## config.mk

```make
export PLATFORM = sky130hd
export DESIGN_NAME = phtm_fifo
export DESIGN_NICKNAME = d
export VERILOG_FILES = /design/src/hdl/phtm_fifo.sv
export SDC_FILE = /design/constraint.sdc
export NUM_CORES = 1
export LEC_CHECK = 0
export ABC_AREA = 1
export BUFFER_PORTS_ARGS = -buffer_cell sky130_fd_sc_hd__buf_2
export CAP_MARGIN = 10
export CORE_MARGIN = 1
export CORE_UTILIZATION = 51
export DETAILED_ROUTE_END_ITERATION = 10
export PLACE_DENSITY = 0.79
export SKIP_LAST_GASP = 1
export SLEW_MARGIN = 20
export SYNTH_ARGS = -nofsm -noshare
export SYNTH_HDL_FRONTEND = slang
export SYNTH_SLANG_ARGS = --single-unit
```

## constraint.sdc

```tcl
create_clock -name clock -period 2.3 [get_ports clock]
set_input_delay 0.115 -clock clock [delete_from_list [all_inputs] [get_ports clock]]
set_output_delay 0.115 -clock clock [all_outputs]
set_load 0.02 [all_outputs]
```

## src/hdl/phtm_fifo.sv

```systemverilog
// Small first-in first-out queue built from registers.
module phtm_fifo #(
   parameter int WIDTH = 32,
   parameter int DEPTH = 4
) (
   input  logic             clock,
   input  logic             reset,
   input  logic             push,
   input  logic [WIDTH-1:0] wdata,
   output logic             full,
   input  logic             pop,
   output logic [WIDTH-1:0] rdata,
   output logic             empty
);

   localparam int PTR_WIDTH = $clog2(DEPTH);
   localparam int CNT_WIDTH = $clog2(DEPTH + 1);

   logic [WIDTH-1:0]     mem_ff [DEPTH];
   logic [PTR_WIDTH-1:0] wr_ptr_ff, wr_ptr_in;
   logic [PTR_WIDTH-1:0] rd_ptr_ff, rd_ptr_in;
   logic [CNT_WIDTH-1:0] count_ff, count_in;
   logic                 do_push;
   logic                 do_pop;

   assign full    = (count_ff == CNT_WIDTH'(DEPTH));
   assign empty   = (count_ff == '0);
   assign do_push = push && !full;
   assign do_pop  = pop && !empty;
   assign rdata   = mem_ff[rd_ptr_ff];

   always_comb begin
      wr_ptr_in = wr_ptr_ff;
      rd_ptr_in = rd_ptr_ff;
      count_in  = count_ff;
      if (do_push) begin
         wr_ptr_in = (wr_ptr_ff == PTR_WIDTH'(DEPTH - 1)) ? '0 : wr_ptr_ff + 1'b1;
      end
      if (do_pop) begin
         rd_ptr_in = (rd_ptr_ff == PTR_WIDTH'(DEPTH - 1)) ? '0 : rd_ptr_ff + 1'b1;
      end
      if (do_push && !do_pop) begin
         count_in = count_ff + 1'b1;
      end else if (do_pop && !do_push) begin
         count_in = count_ff - 1'b1;
      end
   end

   always_ff @(posedge clock) begin
      if (reset) begin
         wr_ptr_ff <= '0;
         rd_ptr_ff <= '0;
         count_ff  <= '0;
      end else begin
         wr_ptr_ff <= wr_ptr_in;
         rd_ptr_ff <= rd_ptr_in;
         count_ff  <= count_in;
      end
   end

   always_ff @(posedge clock) begin
      if (do_push) begin
         mem_ff[wr_ptr_ff] <= wdata;
      end
   end

endmodule

```

==> metrics.md <==
| Metric | Value |
|---|---|
| Slowest cell on crit path | dfxtp_2 |
| Worst hold path stage count | 3 |
| Die width | 104 um |
| Synth warnings | 0 |
| Placed insts | 573 |
| Dominant cell type by area after synthesis | edfxtp_1 |
| Crit path time final | around 2.2 ns |
| Leakage power | 2.50 nW |
| TNS Setup | 0 ns |
| Hold Path End | count_ff[0]$_SDFFE_PP0P_ |
| Post-synth EDFFs | 128 |
| Hold crit path type | primary input to flip-flop |
| Antenna cells | 0 |
| Worst reg2reg path startpoint | count_ff[1]$_SDFFE_PP0P_ |
| Setup violators final | 0 |
| Post-layout util | 0.682 |
| Area Growth Syn to Fin | 28.0% |
| CP bufs+invs | 2 |
| Final Hold Violating Endpoints | 0 |
| Comb pwr share | 0.283 |
| Syn Nets | 423 |
| Sequential area share after synthesis | 0.762 |
| Post-DR vias/cell | 5.33 |
| Port buffer count | 69 |
| Register-to-Register Path Depth | 12 |
| GRT Overall Usage | 0.217 |
| Routed WL | approximately 11000 um |
| Max incr delay on CP | 0.64 ns |
| CP Capture Type | primary output |
| Synth async-reset ratio | 0 |
| Status | completed |
| Fin crit share | 0.936 |
| Post-CTS setup buffer count | 0 |
| Clk sinks | 137 |
| Initial Utilization | 0.533 |
| Critical Path Source Type | flip-flop |
| Net Sw Frac | 0.330 |
| Synth cell count leaders | edfxtp_1 (128), nor2_1 (81), o21ai_0 (37), o22ai_1 (32), o21ai_1 (28) |
| P per Cell Area | 1230 mW/mm^2 |
| CP Cell Sequence | buf_4 -> o21ai_0 -> o22ai_1 -> buf_2 |
| Top-area cell type share of the netlist area | 0.728 |
| I/O pins | 70 |
| Syn Area/Cell | 13.9 um^2 |
| Die H | 104 um |
| Synth Flop Type | edfxtp_1 |
| Routability cong. | 0.685 |
| Switching pwr | 0.00275 W |
| HPWL Detailed | 5950 um |
| Post-Synthesis Cells | 380 |
| Fraction of layout instances using a drive strength above 1 | 0.231 |
| Worst Max-Slew Pin Slew | 0.502 ns |
| RSZ-0062 raised after global routing | no |
| FP Rows | 36 |
| Seq pwr share | 0.385 |
| Clk buf depth | 2 |
| Reg2reg end | count_ff[2]$_SDFFE_PP0P_ |
| Internal | 0.00559 W |
| Worst Skew | 0.00880 ns |
| Clock share of power | 0.332 |
| Drt initial violations | 215 |
| Most frequent cell after synthesis | edfxtp_1 |
| GRT Residual Overflow | 0 |
| Maximum clock rate | 465 MHz |
| Full die area | around 0.011 mm^2 |
| # DRC | 0 |
| Worst-path fanout max | 23 |
| R2R Setup Slk | 0.43 ns |
| Setup CP Type | flip-flop to primary output |
| Core ar. | 0.00991 mm^2 |
| TritonCTS clock tree | yes |
| Hold_sp | reset |
| CP top delay family | flip-flops |
| Largest net degree at the start of global routing | 65 |
| Clock transition at the registers of the reported paths | roughly 0.06 ns |
| CP Depth | 4 |
| Number of global-route vias before repair | 3430 |
| Peak supply drop | 0.687 mV |
| Max Cap Viol | 0 |
| Rel. slew slack | 0.666 |
| First-pass detailed-route iteration total | 4 |
| Critical Path RT | 2.18 ns |
| Initial antenna violation count | 0 |
| Clock latency on the worst-skew pair | 0.52 ns |
| CP Data Arrival Time | 2.04 ns |
| CTS HTree Levels | 4 |
| First-pass GRT wire length | between 15000 and 20000 um |
| Yosys cell types | 21 |
| CTS Buf Count | 17 |
| Total chip power | 0.00834 W |
| DR WL/cell | between 15 and 20 um |
| Vias | 3408 |
| Post-synthesis cell area | 0.00528 mm^2 |
| Root Driver | clkbuf_8 |
| Nets | 537 |
| Pins over their slew limit | 0 |
| Synth Register Bits | approximately 140 |
| Main area contributors after synthesis | edfxtp_1 (73%), nor2_1 (5.8%), o22ai_1 (3.8%) |
| Post-route insts no fill | 640 |
| Routed Antenna Nets | 0 |
-- placed cells by master (no fill, tap or decap), drive strengths merged --
cell type / count
fa: 1
nor2: 81
xor2: 1
dlygate4sd3: 35
a21oi: 2
buf: 79
nand2: 14
clkinvlp: 3
o22ai: 32
o21ai: 65
nand4: 1
dfxtp: 9
clkinv: 5
inv: 20
nand3b: 2
edfxtp: 128
ha: 6
bufinv: 4
nand3: 1
clkbuf: 18
-- worst max-delay path by stage --
stage / endpoint
floorplan: mem_ff[0][0]$_DFFE_PP_
global placement: count_ff[1]$_SDFFE_PP0P_
detailed placement: count_ff[2]$_SDFFE_PP0P_
CTS: rdata[22]
global route: rdata[22]
finish: rdata[24]
-- logic make-up (layout without fill, tap and decap cells) --
| logic type | count (synthesis) | in the layout | synth area share |
|---|---|---|---|
| buf+inv | 37 | 164 | 0.0441 |
| simple gates | 99 | 99 | 0.0725 |
| xor+xnor | 1 | 1 | 0.00166 |
| flops | 137 | 137 | 0.762 |
| compound gates | 99 | 99 | 0.101 |
| fa+ha+maj | 7 | 7 | 0.0180 |
-- per-layer routing --
layer | up-vias | GRT usage | part of all wire | routed length, um
li1 | 1626 | - | - | -
met1 | 1624 | 0.264 | 0.40 | 4440
met2 | 142 | 0.368 | 0.52 | 5670
met3 | 16 | 0.0654 | 0.065 | 719
met4 | 0 | 0.0806 | 0.015 | 164
met5 | - | 0 | 0 | 0
-- through the flow --
stage / cell area, um^2 / hold WS [ns] / setup WS [ns]
after global placement: 5790 / 0.292 / 0.590
after detailed placement: 5790 / 0.293 / 0.460
after floorplan: 5280 / 0.187 / -0.170
after global routing: 6760 / 0.304 / 0.0269
final: 6760 / 0.292 / 0.148
after CTS: 6750 / 0.272 / 0.0809
-- power groups by stage --
stage / clock [W] / sequential [W] / combinational (W)
after global placement: 0 / 0.00324 / 0.00222
after CTS: 0.00280 / 0.00321 / 0.00235
after global routing: 0.00291 / 0.00324 / 0.00257
final: 0.00277 / 0.00321 / 0.00236
after detailed placement: 0 / 0.00325 / 0.00228
after floorplan: 0 / 0.00318 / 0.00164
-- worst min-delay path, delay by kind of cell --
family / cells / cell delay, ns
buf+inv: 2 / 0.61
simple gates: 1 / 0.03
-- what timing repair did --
item	in CTS	in global routing
hold endpoints to repair	137	0
hold buffers	35	0
endpoints found under the setup margin	0	2
resized for setup	0	2
-- state kept, by name, summed over array words and instances, names as in the netlist, named ones only --
register	flops
rd_ptr_ff	2
count_ff	3
wr_ptr_ff	2
mem_ff	128
-- cell type report --
cell class | count | area, um^2
sequential | 137 | 4030
fill | 670 | 3150
multi-input combinational | 206 | 1050
timing repair buffer | 114 | 821
clock buffer | 18 | 418
clock inverter | 14 | 196
tap | 133 | 166
inverter | 18 | 77.6
No activity file was read; power rests on OpenSTA's default activity.
