`config.mk`:
```
export PLATFORM = sky130hd
export DESIGN_NAME = phtm_front
export DESIGN_NICKNAME = d
export VERILOG_FILES = /design/src/hdl/phtm_pkg.sv /design/src/hdl/phtm_front.sv
export SDC_FILE = /design/constraint.sdc
export NUM_CORES = 1
export LEC_CHECK = 0
export ABC_AREA = 1
export CAP_MARGIN = 20
export CORE_ASPECT_RATIO = 0.8
export CORE_UTILIZATION = 65
export CTS_CLUSTER_SIZE = 24
export DETAILED_ROUTE_END_ITERATION = 16
export DONT_BUFFER_PORTS = 1
export PLACE_DENSITY = 0.81
export SLEW_MARGIN = 10
export SYNTH_ARGS = -nofsm -noshare
export SYNTH_HDL_FRONTEND = slang
export SYNTH_SLANG_ARGS = --single-unit
```
`constraint.sdc`:
```
create_clock -name clock -period 10.4 [get_ports clock]
set_input_delay 2.08 -clock clock [delete_from_list [all_inputs] [get_ports clock]]
set_output_delay 2.08 -clock clock [all_outputs]
set_load 0.005 [all_outputs]
```
`src/hdl/phtm_pkg.sv`:
```
// Shared types and constants for the polynomial hash with tent-map mixing.
package phtm_pkg;

   localparam logic [31:0] HASH_MULT = 32'd7919;
   localparam int FOLD_COUNT = 53;
   localparam int FOLDS_PER_STAGE = 4;
   localparam int FOLD_STAGES = (FOLD_COUNT + FOLDS_PER_STAGE - 1) / FOLDS_PER_STAGE;

   localparam int MID_DEPTH_DEFAULT = 4;
   localparam int OUT_DEPTH_DEFAULT = 16;

   localparam int CSR_ADDR_WIDTH = 3;
   localparam int CSR_INDEX_LSB = 2;
   localparam logic CSR_MIX_MODE = 1'b0;
   localparam logic [1:0] MIX_MODE_RESET = 2'd1;

   typedef enum logic [1:0] {
      MODE_RAW    = 2'd0,
      MODE_TENT   = 2'd1,
      MODE_DYADIC = 2'd2
   } mix_mode_type;

   typedef struct packed {
      logic        last;
      logic [31:0] product;
      logic [1:0]  mode;
   } mid_entry_type;

endpackage

```
`src/hdl/phtm_front.sv`:
```
// Front end: takes bytes, keeps the running power and forms each byte's product.
module phtm_front (
   input  logic                     clock,
   input  logic                     reset,
   input  logic                     push,
   input  logic [7:0]               data_byte,
   input  logic                     has_byte,
   input  logic                     last,
   input  logic [1:0]               mix_mode,
   input  logic                     mid_full,
   output logic                     mid_push,
   output phtm_pkg::mid_entry_type  mid_entry
);

   logic        accept;
   logic [31:0] power_ff, power_in;
   logic [31:0] byte_ext;
   logic [31:0] power_next;

   assign accept     = push && !mid_full;
   assign byte_ext   = {{24{data_byte[7]}}, data_byte};
   assign power_next = power_ff * phtm_pkg::HASH_MULT;
   assign mid_push   = accept && (has_byte || last);

   always_comb begin
      mid_entry.last    = last;
      mid_entry.mode    = mix_mode;
      mid_entry.product = has_byte ? byte_ext * power_ff : 32'd0;
   end

   always_comb begin
      power_in = power_ff;
      if (accept) begin
         if (last) begin
            power_in = 32'd1;
         end else if (has_byte) begin
            power_in = power_next;
         end
      end
   end

   always_ff @(posedge clock) begin
      if (reset) begin
         power_ff <= 32'd1;
      end else begin
         power_ff <= power_in;
      end
   end

   a_power_restarts: assert property (@(posedge clock) disable iff (reset)
      accept && last |=> power_ff == 32'd1)
      else $error("Power did not restart after the final byte of a string.");

   a_idle_not_queued: assert property (@(posedge clock) disable iff (reset)
      mid_push |-> (has_byte || last) && !mid_full)
      else $error("An idle item or a blocked item entered the queue.");

endmodule

```
==> flow_metrics.py <==
metrics = {
    "timing": {
        "final_max_slew_viol_count": 0,
        "relSlewSlack_pct": 39.6,
        "fin_crit_ns": 8.62,
        "worst-slew-pin-transition_ns": 0.905,
        "fmax_mhz": 116,
        "fin_ws_ns": 1.78,
        "rsz0062_at_grt": "no",
        "setup_tns_ns": 0,
        "hold_violations": 0,
        "timing.hold.ws_ns": 0.503,
        "finalSetupViolCount": 0,
        "clock_skew_ns": 0.0101,
        "period_share_pct": 82.9,
    },
    "die": {
        "die_h_um": 145,
        "io_pins": 52,
        "num_rows": 51,
        "core_um2": 24700,
        "fp.dieW_um": 181,
        "initial_core_util_pct": 67.2,
        "die-area_um2": 26200,
    },
    "setup_path": {
        "critical_path.max_fanout": 20,
        "crit_path_frequent_cell": "fa_1",
        "rr_startpoint": "power_ff[15]$_SDFFE_PP0P_",
        "cp_cell_sequence": "inv_1 > nor2_1 > fa_1 > fa_1 > fa_1 > inv_1 > fa_1 > inv_1 > ha_1 > a21o_1 > a21oi_1 > o211ai_1 > a21oi_1 > a21oi_1 > nor2_1",
        "crit_buf_inv": 3,
        "slowest_stage": "inv_1",
        "cp-end-kind": "output pin",
        "slowest_delay_ns": 0.55,
        "startpoint_type": "input port",
        "cp.arrival_ns": 6.54,
        "cp-startpoint": "data_byte[7]",
        "path_class": "in -> out",
        "path_delay_family": "adder cells",
        "critPathRequiredTime_ns": 8.32,
    },
    "finish": {
        "layout_commonest_cell": "inv_1",
        "top_regs": "power_ff (32)",
        "largest_register_ffs": 32,
        "layout-drive-gt1-share_pct": 1.67,
        "top_register": "power_ff",
        "antennaDiodeCount": 0,
        "final_cell_mix": "727 x inv_1, 439 x nand2_1, 343 x fa_1",
        "fill_cells": 2111,
        "synthToLayoutAreaGrowth_pct": 1.95,
        "nets": 2680,
    },
    "pwr": {
        "p_seq_share_pct": 9.0,
        "power.internal_w": 0.000783,
        "power.density_nw_per_um2": 112,
        "swShare_pct": 58.6,
        "power_leakage_nw": 10.2,
        "p_comb_share_pct": 82.2,
        "p_sw_w": 0.00111,
        "vdd_drop_max_v": 0.0000830,
        "pwr-share-clk_pct": 8.8,
    },
    "yosys": {
        "yosys.area_share.xor_xnor_pct": 1.32,
        "synth-seq-cells": 32,
        "synthSimpleGateAreaFrac_pct": 15.5,
        "post-synth-top-area-cell": "fa_1",
        "synthTopCellsByArea": "fa_1 41%, inv_1 16%, ha_1 13%, nand2_1 9.9%, dfxtp_1 3.9%",
        "yosysSeqAreaShare_pct": 3.86,
        "synth_compound_area_share_pct": 7.36,
        "synthDistinctLibCells": 43,
        "netlist_area_um2": 16600,
        "synthAdderAreaFrac_pct": 53.9,
        "muxShareOfSynthArea_pct": 0,
        "yosys.area.top_type_share_pct": 41.4,
        "synth_top_family_by_area": "adder cells",
        "synth_fp_nets": 2733,
        "synth_area_per_cell_um2": 7.52,
        "yosys_warnings": 0,
        "synth_cells": 2208,
    },
    "flow_run": {
        "maxCapViolCount": 0,
    },
    "placement": {
        "gp_congestion": 0.967,
        "dp_hpwl_um": 33900,
        "dp_slack_ns": 1.89,
        "port_buffers": 0,
    },
    "clock_tree": {
        "tritoncts": "done",
        "hold_buffers": 0,
        "clk_path_buf_depth": 2,
        "cts-root-buf": "clkbuf_16",
        "cts_buffers": 5,
        "post_cts_buffers": 0,
        "clkTransAtPathRegs_ns": 0.06,
        "cts_max_level": 2,
        "cts.sinks": 32,
        "cts_repair_resize_count": 0,
        "insertion_delay_ns": 0.30,
    },
    "global_route": {
        "grt_util_met2_pct": 53.0,
        "met1_usage_pct": 47.7,
        "grt_pass1_vias": 13600,
        "use_met3_pct": 4.54,
        "grt_antenna_before_repair": 0,
        "overflow": 0,
        "track_usage_pct": 32.8,
        "grt_max_degree": 33,
        "gr-max-usage-layer": "met2",
        "grt_pass1_wl_um": 67800,
    },
    "route": {
        "drtIter0Drc": 1159,
        "drc": 0,
        "postRouteAntennaNets": 0,
        "dr_total_vias": 13400,
        "routed_wl_um": 40400,
        "viasPerCell": 5.40,
        "wire_per_inst_um": 16.3,
        "first_pass_iters": 7,
    },
    "hold_path": {
        "worstHoldPathType": "reg -> reg",
        "min_from": "power_ff[31]$_SDFFE_PP0P_",
    },
    "run_status": {
        "status": "finished, final reports clean",
    },
}
[final timing paths]
kind | to | slack [ns] | cells past startpoint
setup / recovery | mid_entry[33] | 1.78 | 15
hold / removal | power_ff[31]$_SDFFE_PP0P_ | 0.50 | 2
setup reg to reg | power_ff[25]$_SDFFE_PP0P_ | 4.67 | 18
hold reg to reg | power_ff[31]$_SDFFE_PP0P_ | 0.50 | 2
[synth_stat cells, drive strengths merged]
cell type and instances:
inv 728, nand2 443, fa 343, ha 166, a21oi 129, nor2 89
o21ai 61, nand3 56, clkbuf 47, dfxtp 32, buf 16, nand4 14
nor3 14, xnor2 13, xor2 12, a21o 9, o21bai 8, or2 7
nand3b 5, o211ai 4, a211oi 3, a31oi 2, nor4 2, a41oi 1
clkinv 1, o21a 1, o22ai 1, o31ai 1
[per-stage QoR]
stage          utilization [%]  instance area (µm²)  std cells  total power, W
2_1_floorplan                -                16600       2208         0.00134
3_3_place_gp              67.8                16700       2465         0.00166
3_5_place_dp              67.8                16700       2465         0.00170
4_1_cts                   68.4                16900       2472         0.00189
5_1_grt                   68.6                16900       2473         0.00212
6_report                  68.6                16900       2473         0.00189
[routing by layer]
metal	vias up	share of wire [%]	wire length, µm
li1	6267	-	-
met1	6509	45	18000
met2	522	46	18600
met3	53	7.7	3120
met4	0	1.5	621
met5	-	0	0
[power groups by stage]
stage | combinational [W] | sequential [W] | clock [W]
2_1_floorplan | 0.00119 | 0.000145 | 0
3_3_place_gp | 0.00149 | 0.000171 | 0
3_5_place_dp | 0.00153 | 0.000172 | 0
4_1_cts | 0.00155 | 0.000169 | 0.000169
5_1_grt | 0.00178 | 0.000172 | 0.000173
6_report | 0.00156 | 0.000170 | 0.000167
[cell type report]
cell class	count	area [µm²]	area share (%)
Inverter	729	2740	16.2
Tap cell	318	398	2.35
Sequential cell	32	641	3.78
Multi-Input combinational cell	1384	13000	76.5
Clock buffer	7	153	0.902
Timing Repair Buffer	3	42.5	0.251
[worst reg2reg max path, cell delays in order (launching register included)]
cell and delay (ns):
dfxtp_1 0.80, inv_1 0.34, fa_1 0.61, fa_1 0.56, inv_1 0.07, fa_1 0.48
fa_1 0.55, inv_1 0.06, fa_1 0.49, inv_1 0.05, ha_1 0.32, a21oi_1 0.19
o21ai_0 0.18, a21oi_1 0.28, nand3b_1 0.19, nand3_1 0.09, nand2_1 0.08, nand3_1 0.12
a21oi_1 0.20
[kinds of logic (layout without fill, tap and decap cells)]
kind of cell,Yosys count,count (layout)
buffers and inverters,792,739
and+or+nand+nor,630,630
adders and majority gates,509,509
AOI/OAI and AO/OA,220,220
DFF,32,32
xor gates and xnor gates,25,25
Power figures use the tool's default switching activity.
